### config.mk
export PLATFORM = sky130hd
export DESIGN_NAME = bht_hash
export DESIGN_NICKNAME = d
export VERILOG_FILES = /design/src/hdl/bht_pkg.sv /design/src/hdl/bht_hash.sv
export SDC_FILE = /design/constraint.sdc
export NUM_CORES = 2
export LEC_CHECK = 0
export ABC_CLOCK_PERIOD_IN_PS = 12200
export BUFFER_PORTS_ARGS = -buffer_cell sky130_fd_sc_hd__clkbuf_2
export CAP_MARGIN = 30
export CORE_AREA = 2 2 404 406
export CTS_CLUSTER_SIZE = 16
export DETAILED_ROUTE_END_ITERATION = 10
export DIE_AREA = 0 0 406 408
export PLACE_DENSITY = 0.49
export SETUP_SLACK_MARGIN = 0.2
export SLEW_MARGIN = 5
export SYNTH_ARGS = -nofsm -noshare
export SYNTH_HDL_FRONTEND = slang
export SYNTH_SLANG_ARGS = --single-unit
### constraint.sdc
create_clock -name clk -period 12.2 [get_ports clk]
set_input_delay 2.44 -clock clk [delete_from_list [all_inputs] [get_ports clk]]
set_output_delay 2.44 -clock clk [all_outputs]
set_load 0.03 [all_outputs]
### src/hdl/bht_pkg.sv
// Package for the bucketed hash table engine: sizes, codes, hash constants.
// No dependencies.
`default_nettype none
package bht_pkg;
	localparam int unsigned NumBins     = 256;
	localparam int unsigned SlotsPerBin = 4;
	localparam int unsigned TableSlots  = NumBins * SlotsPerBin;
	localparam int unsigned BinW        = $clog2(NumBins);
	localparam int unsigned SlotW       = (SlotsPerBin > 1) ? $clog2(SlotsPerBin) : 1;
	localparam int unsigned AddrW       = $clog2(TableSlots);
	localparam int unsigned CntW        = 11;

	localparam logic [63:0] MmC1 = 64'h87c37b91114253d5;
	localparam logic [63:0] MmC2 = 64'h4cf5ad432745937f;
	localparam logic [63:0] MmF1 = 64'hff51afd7ed558ccd;
	localparam logic [63:0] MmF2 = 64'hc4ceb9fe1a85ec53;

	localparam logic [2:0] CmdUpsert = 3'd0;
	localparam logic [2:0] CmdInsert = 3'd1;
	localparam logic [2:0] CmdUpdate = 3'd2;
	localparam logic [2:0] CmdQuery  = 3'd3;
	localparam logic [2:0] CmdDelete = 3'd4;

	localparam logic [2:0] StOk      = 3'd0;
	localparam logic [2:0] StExists  = 3'd1;
	localparam logic [2:0] StMissing = 3'd2;
	localparam logic [2:0] StFull    = 3'd3;
	localparam logic [2:0] StBadKey  = 3'd4;

	typedef struct packed {
		logic [2:0]  cmd;
		logic [63:0] key;
		logic [63:0] value;
	} req_t;

	typedef struct packed {
		logic [2:0]     status;
		logic           found;
		logic [63:0]    value_out;
		logic [CntW-1:0] entry_count;
	} rsp_t;

	// Hash unit control from the sequencer.
	typedef struct packed {
		logic        start;
		logic [63:0] key;
		logic [31:0] seed;
	} hash_ctl_t;

	typedef struct packed {
		logic            done;
		logic [BinW-1:0] bin;
	} hash_sts_t;
endpackage
`default_nettype wire

### src/hdl/bht_hash.sv
// Iterative MurmurHash3 x64_128 (second word) over one 64-bit key.
// One shared 32x32 multiplier builds each 64x64 product from partial products. Depends on bht_pkg.
`default_nettype none
module bht_hash (
	input  wire logic               clk,
	input  wire logic               arst_n,
	input  wire bht_pkg::hash_ctl_t ctl,
	output      bht_pkg::hash_sts_t sts
);
	// Micro-step list; each MUL step runs its partial products in turn (lo*lo, lo*hi, hi*lo).
	typedef enum logic [7:0] {
		OP_K1   = 8'b0000_0001,
		OP_K2   = 8'b0000_0010,
		OP_MA1  = 8'b0000_0100,
		OP_MA2  = 8'b0000_1000,
		OP_MB1  = 8'b0001_0000,
		OP_MB2  = 8'b0010_0000,
		OP_FIN  = 8'b0100_0000,
		OP_IDLE = 8'b1000_0000
	} op_t;

	op_t         op_q;
	logic [1:0]  ph_q;
	logic        done_q;
	logic [63:0] a_q, b_q, x_q, acc_q;
	logic [31:0] m_a, m_b;
	logic [63:0] prod, cst, xs;

	always_comb begin
		case (op_q)
			OP_K1:          cst = bht_pkg::MmC1;
			OP_K2:          cst = bht_pkg::MmC2;
			OP_MA1, OP_MB1: cst = bht_pkg::MmF1;
			default:        cst = bht_pkg::MmF2;
		endcase
		xs = x_q ^ (x_q >> 33);
		case (ph_q)
			2'd0:    begin m_a = xs[31:0];  m_b = cst[31:0];  end
			2'd1:    begin m_a = xs[31:0];  m_b = cst[63:32]; end
			default: begin m_a = xs[63:32]; m_b = cst[31:0];  end
		endcase
		prod = 64'(m_a) * 64'(m_b);
	end

	logic [63:0] seed64, a0, b0;
	always_comb begin
		seed64 = {32'd0, ctl.seed};
		a0 = seed64 ^ 64'd8;
		b0 = seed64 ^ 64'd8;
	end

	logic [63:0] acc_d;
	always_comb begin
		case (ph_q)
			2'd0:    acc_d = prod;
			default: acc_d = acc_q + {prod[31:0], 32'd0};
		endcase
	end

	always_ff @(posedge clk or negedge arst_n) begin
		if (!arst_n) begin
			op_q <= OP_IDLE;
			ph_q <= '0;
			done_q <= 1'b0;
		end else begin
			done_q <= !ctl.start && (op_q == OP_FIN);
			if (ctl.start) begin
				op_q <= OP_K1;
				ph_q <= '0;
			end else if (op_q != OP_IDLE && op_q != OP_FIN) begin
				if (ph_q == 2'd2) begin
					ph_q <= '0;
					case (op_q)
						OP_K1:   op_q <= OP_K2;
						OP_K2:   op_q <= OP_MA1;
						OP_MA1:  op_q <= OP_MA2;
						OP_MA2:  op_q <= OP_MB1;
						OP_MB1:  op_q <= OP_MB2;
						default: op_q <= OP_FIN;
					endcase
				end else begin
					ph_q <= ph_q + 2'd1;
				end
			end else if (op_q == OP_FIN) begin
				op_q <= OP_IDLE;
			end
		end
	end

	// Datapath: x_q feeds the multiplier through the xorshift. The key load and the K1
	// result are stored pre-xorshifted so that the multiplier sees the raw value.
	always_ff @(posedge clk) begin
		if (ctl.start) begin
			x_q <= ctl.key ^ (ctl.key >> 33);
			a_q <= a0;
			b_q <= b0;
		end else begin
			if (ph_q != 2'd2) begin
				acc_q <= acc_d;
			end else begin
				case (op_q)
					OP_K1: x_q <= {acc_d[32:0], acc_d[63:33]} ^ (({acc_d[32:0], acc_d[63:33]}) >> 33);
					OP_K2: begin
						// a = (seed ^ k ^ 8) + (seed ^ 8); then xorshift via xs
						x_q <= (a_q ^ acc_d) + b_q;
						b_q <= b_q + ((a_q ^ acc_d) + b_q);
						a_q <= (a_q ^ acc_d) + b_q;
					end
					OP_MA1:  x_q <= acc_d;
					OP_MA2: begin
						a_q <= acc_d ^ (acc_d >> 33);
						x_q <= b_q;
					end
					OP_MB1:  x_q <= acc_d;
					default: b_q <= acc_d ^ (acc_d >> 33);
				endcase
			end
		end
	end

	logic [63:0] a_fin;
	assign a_fin = a_q + b_q;
	assign sts.done = done_q;
	assign sts.bin = bht_pkg::BinW'(b_q + a_fin);
endmodule
`default_nettype wire

Word-level counts from Yosys, hierarchy flattened
Index checks and enable logic that the tools add are counted.

storage, ports and cells
  register bits after elaboration = 267
  input bits = 99
  word-level logic and storage cells = 79

operators by class
  add/sub/neg operators = 6
  multiply operators = 1
  eq/ne operators = 14
  multiplexer cells = 21
  bitwise operators = 9
  reductions and logical operators = 19

operator list
  kind                                                   number
  one-hot mux 64 bit (2 select lines)                    2
  one-hot mux 64 bit (4 select lines)                    1
  bitwise XOR 64 x 31 -> 64 bit                          4
  adder 64 bit                                           3
  2-to-1 mux 32 bit                                      6
  2-to-1 mux 64 bit                                      3
  one-hot mux 64 bit (3 select lines)                    1
  multiplier 32 x 32 -> 64 bit                           1
  bitwise XOR 64 bit                                     1
  one-hot mux 7 bit (5 select lines)                     1
  2-to-1 mux 8 bit                                       4
  adder 8 bit                                            2
  AND reduction 2 bit                                    7
  == test 8 x 1 -> 1 bit, second input constant          1
  == test 8 x 2 -> 1 bit, second input constant          1
  == test 8 x 3 -> 1 bit, second input constant          1
  == test 8 x 4 -> 1 bit, second input constant          1
  == test 8 x 5 -> 1 bit, second input constant          1
  == test 8 x 7 -> 1 bit, second input constant          1
  inequality test 8 x 7 -> 1 bit, second input constant  1
  inequality test 8 bit, second input constant           1
  2-to-1 mux 2 bit                                       3
  nonzero test 3 bit                                     2
  nonzero test 5 bit                                     1
  other kinds (13)                                       20

Logic depth before layout (Yosys ltp)
  word-level depth = 13
  gate-level depth with buffers = 66

Least setup slack after synthesis
OpenSTA, ideal clock, no wires.

  path type = register to register
  start point = reg op_q[7]
  end point = reg b_q[63]
  setup time = 0.069 ns
  data arrival time = 13.347 ns
  data required time = 12.131 ns
  slack = -1.216 ns
  stages on the path, launching flop included = 57
  period minus slack after synthesis = 13.416 ns
  path through = dfstp_2 clkbuf_1 nor2_1 or4b_1 or3_1 buf_2 nand2_1 nor3_1 clkbuf_1 a21oi_1 clkbuf_1 nor2_1 fa_1 inv_1 fa_1 fa_1 fa_1 inv_1 (+21 left out) o21ai_0 a41o_1 a21oi_1 o21ai_0 xor2_1 ha_1 clkbuf_1 a21o_1 a31o_2 a221o_1 o31ai_1 and3_1 a21oi_1 a31oi_1 nand4b_1 a41oi_1 xnor3_1 o21ai_1

between the ends
  word-level cells in the longest chain between the ends = 11

ends and longest elaborated chain
  element                                                                  line                             source
  start, declared                                                          bht_hash.sv:22                   op_t op_q;
  start signal, assigned                                                   bht_hash.sv:62                   op_q <= OP_IDLE;
  start signal, assigned                                                   bht_hash.sv:68                   op_q <= OP_K1;
  start signal, assigned                                                   bht_hash.sv:74                   OP_K1: op_q <= OP_K2;
  == test 8 x 5 -> 1 bit / == test 8 x 3 -> 1 bit (equally long branches)  bht_hash.sv:30, bht_hash.sv:101
  OR reduction 2 bit (no source line)                                      -
  one-hot mux 64 bit (3 select lines)                                      bht_hash.sv:30                   case (op_q)
  2-to-1 mux 32 bit                                                        bht_hash.sv:37                   case (ph_q)
  multiplier 32 x 32 -> 64 bit                                             bht_hash.sv:42                   prod = 64'(m_a) * 64'(m_b);
  adder 64 bit                                                             bht_hash.sv:56                   default: acc_d = acc_q + {prod[31:0], 32'd0};
  2-to-1 mux 64 bit                                                        bht_hash.sv:54                   case (ph_q)
  bitwise XOR 64 bit                                                       bht_hash.sv:106                  b_q <= b_q + ((a_q ^ acc_d) + b_q);
  adder 64 bit (2 in series)                                               bht_hash.sv:106
  one-hot mux 64 bit (2 select lines)                                      bht_hash.sv:101                  case (op_q)
  end signal, assigned                                                     bht_hash.sv:106
  end signal, assigned                                                     bht_hash.sv:115                  default: b_q <= acc_d ^ (acc_d >> 33);
  end, declared                                                            bht_hash.sv:25                   logic [63:0] a_q, b_q, x_q, acc_q;

Parallel ways exist; a longest one is shown, timed or not.
A chain may end at the register's enable or synchronous reset.

Worst setup path after layout
  start point = reg op_q[2]
  end point = reg b_q[63]

RTL lines
  element                                                                  line             source
  == test 8 x 5 -> 1 bit / == test 8 x 3 -> 1 bit (equally long branches)  bht_hash.sv:30
  OR reduction 2 bit (no source line)                                      -
  one-hot mux 64 bit (3 select lines) *                                    bht_hash.sv:30
  2-to-1 mux 32 bit *                                                      bht_hash.sv:37
  multiplier 32 x 32 -> 64 bit *                                           bht_hash.sv:42
  2-to-1 mux 64 bit *                                                      bht_hash.sv:54
  net acc_d[22]                                                            bht_hash.sv:52   logic [63:0] acc_d;
  bitwise XOR 64 bit *                                                     bht_hash.sv:106
  adder 64 bit * (2 in series)                                             bht_hash.sv:106
  one-hot mux 64 bit (2 select lines) *                                    bht_hash.sv:101

The timed path passes the listed nets; every way through them passes the cells marked *.

==> summary.txt <==
Global route
  – Global route overflow: 0
  – First-pass GRT wire length: 379,000 um
  – Vias in the first global route: 56,100
  – Tot GR Track Use: 31.1%
  – Initial antenna violation count: 6
  – Largest net degree at the start of global routing: roughly 70

Synth
  – Post-synthesis net count: 8,038
  – Netlist cell types: 99
  – Mean Syn Cell Area: 8.51 um^2
  – Commonest cells in the netlist: inv_1, nand2_1, fa_1
  – Cell taking the most area after synthesis: fa_1
  – Cell area after synthesis: 56,300 um^2
  – Cell count after synthesis: 6,609
  – Top-area cell type share of the netlist area: between 30% and 40%
  – Number of synthesized flops with an enable pin: between 150 and 200
  – Async SR Flop Fraction: 4.12%
  – Top FF cell, synth: edfxtp_1
  – Post-synthesis sequential area ratio: 13.0%
  – Most common cell in the netlist: inv_1
  – FF+latch count, synth: 267
  – Synth area leaders: fa_1, edfxtp_1, ha_1, inv_1, nand2_1
  – YS warnings: 0

Clocking
  – CTS sink cnt: 267
  – H-tree Lvls: 2
  – Skew-Pair Late Insertion Delay: 0.59 ns
  – CTS Buf Count: 36
  – CTS Root Cell: clkbuf_16
  – Clock-pin transition on the worst setup and hold timing paths: 0.06 ns
  – Clk buf depth: 3
  – TritonCTS clock tree: yes
  – Number of hold buffers added after CTS: 0

Job
  – Maxcap violations: 0

Die
  – Die area: around 170,000 um^2
  – Core box area: 162,000 um^2
  – Die W: roughly 410 um
  – Height of the die: 408 um
  – Row count: 148
  – Top Ports: 108
  – Starting Density: 34.8%

Worst setup path
  – Crit-path max FO: 5
  – Slowest stage cell, crit path: fa_1
  – Req. time, crit path: between 10 and 15 ns
  – Most frequent CP cell: fa_1
  – Cell depth of the worst flop-to-flop path: 54
  – Startpoint Class: register
  – Critical Path End: b_q[63]
  – Crit. End Element: register
  – Worst stage delay on the critical path: 0.58 ns
  – Reg-to-reg endpoint: b_q[63]
  – Crit path launch: op_q[2]
  – R2r setup slk: -1.08 ns
  – CP arrival: 13.80 ns
  – Worst r2r src: op_q[2]
  – Crit path kind: reg2reg

STA
  – Tightest Pin Transition: 0.956 ns
  – RSZ-0062 raised after global routing: true
  – Period utilization: 109%
  – FMAX: around 75 MHz
  – Slew headroom: 36.3%
  – Clk_skew: 0.0277 ns
  – Final hold vios: 0
  – Final Max Slew Viols: 0
  – Setup tns final: -23.39 ns
  – Final setup viols: 43
  – Final min period: 13.28 ns
  – Worst Slack Setup Final: -1.08 ns

Layout
  – Layout cell share with drive strength beyond 1: ~30%
  – Nets: 9,487
  – Layout-stage area growth over the synthesis result: 36.0%
  – Final Util: 47.3%
  – Fill cell count: between 15,000 and 20,000

Placed design
  – Port Buffers: 107
  – Hpwl dp: 216,000 um
  – Global placer's final weighted congestion: 0.964

Route
  – First-pass detailed-route iteration total: 8
  – DRT Wirelength: between 200,000 and 300,000 um
  – Detail Route Antenna Nets: 0
  – Avg WL per Cell: 25.0 um
  – Via count: 54,200
  – Initial DRC count: between 4,000 and 5,000
  – Vias/cell: 5.28
  – DRC: 0

Outcome
  – Status: finished, violations left
  – Failing checks: setup timing

Hold path
  – HP Class: reg2reg
==> registers in the layout, indices dropped and copies added, names as in the netlist <==
signal and cells:
done_q 1, a_q 64, ph_q 2, acc_q 64, x_q 64, op_q 8
b_q 64
==> stage by stage <==
stage	hold slack, ns	std cells	area, um^2	setup slack (ns)
final	0.458	10300	76500	-1.08
after global routing	0.489	10300	76500	-1.46
after CTS	0.457	10200	75300	-0.998
after detailed placement	0.450	10000	70700	-2.77
after global placement	0.437	10000	70700	-2.79
after floorplan	0.430	6609	56900	-0.229
==> placed cells by master (no fill, tap or decap), types with 85 or more instances in the layout <==
master,instances
nor2_1,474
o21ai_0,169
nand2_1,964
fa_1,870
edfxtp_1,192
inv_1,1034
buf_4,1498
a21oi_1,292
a21o_1,152
xnor2_1,230
xor2_1,85
clkbuf_2,106
a21oi_2,87
ha_1,377
==> area by class of cell <==
type                    count  area, um^2  share of cell area (%)
well taps                2175        2720                    3.56
repair buffers           1741       13900                    18.2
clock inverters            18         160                   0.209
flip-flops and latches    267        7330                    9.58
inverters                1055        3960                    5.18
multi-input cells        4957       47400                    62.0
diodes                      1        2.50                 0.00327
clock buffers              47         995                    1.30
==> timing repair <==
| item | in CTS | in global routing |
|---|---|---|
| setup endpoints to repair | 97 | 86 |
| hold endpoints to repair | 0 | 0 |
| setup buffers | 116 | 44 |
| pin swaps | 228 | 159 |
| resized for setup | 514 | 186 |
==> logic make-up (layout without fill, tap and decap cells) <==
logic type | count (synthesis) | in the layout | share of synthesized area, %
AND/OR/NAND/NOR | 1890 | 1890 | 14.0
multiplexers | 36 | 36 | 0.665
XOR/XNOR | 397 | 397 | 6.24
flip-flops | 267 | 267 | 13.0
adder cells (fa/ha/maj) | 1330 | 1330 | 41.6
AO/OA/AOI/OAI | 1304 | 1304 | 15.2
other | 0 | 1 | 0
buffers and inverters | 1385 | 2861 | 9.29
==> routing by layer <==
layer	global-route usage (%)	wire, um	up-vias
met3	3.15	15900	482
met1	42.4	109000	27200
met4	14.3	14400	4
met5	0	27	-
li1	-	-	24400
met2	49.6	117000	2162
==> worst min path at each step <==
stage / from / endpoint / slack [ns] / depth (start not counted)
CTS: a_q[51] / a_q[51] / 0.46 / 2
global route: a_q[51] / a_q[51] / 0.49 / 2
floorplan: a_q[38] / a_q[38] / 0.43 / 2
detailed placement: a_q[51] / a_q[51] / 0.45 / 2
global placement: a_q[51] / a_q[51] / 0.44 / 2
finish: a_q[51] / a_q[51] / 0.46 / 2
==> worst max-delay path, delay by kind of cell, from the launching register on <==
family	cells	cell delay (ns)
xor gates and xnor gates	4	0.79
and+or+nand+nor	13	2.95
AOI/OAI and AO/OA	13	2.69
DFF	1	0.38
buffers and inverters	13	1.37
adders and majority gates	11	5.00
Power is left out: the tool's default activity adds up to more than one toggle a clock period on the data nets, which glitch-free logic cannot reach.
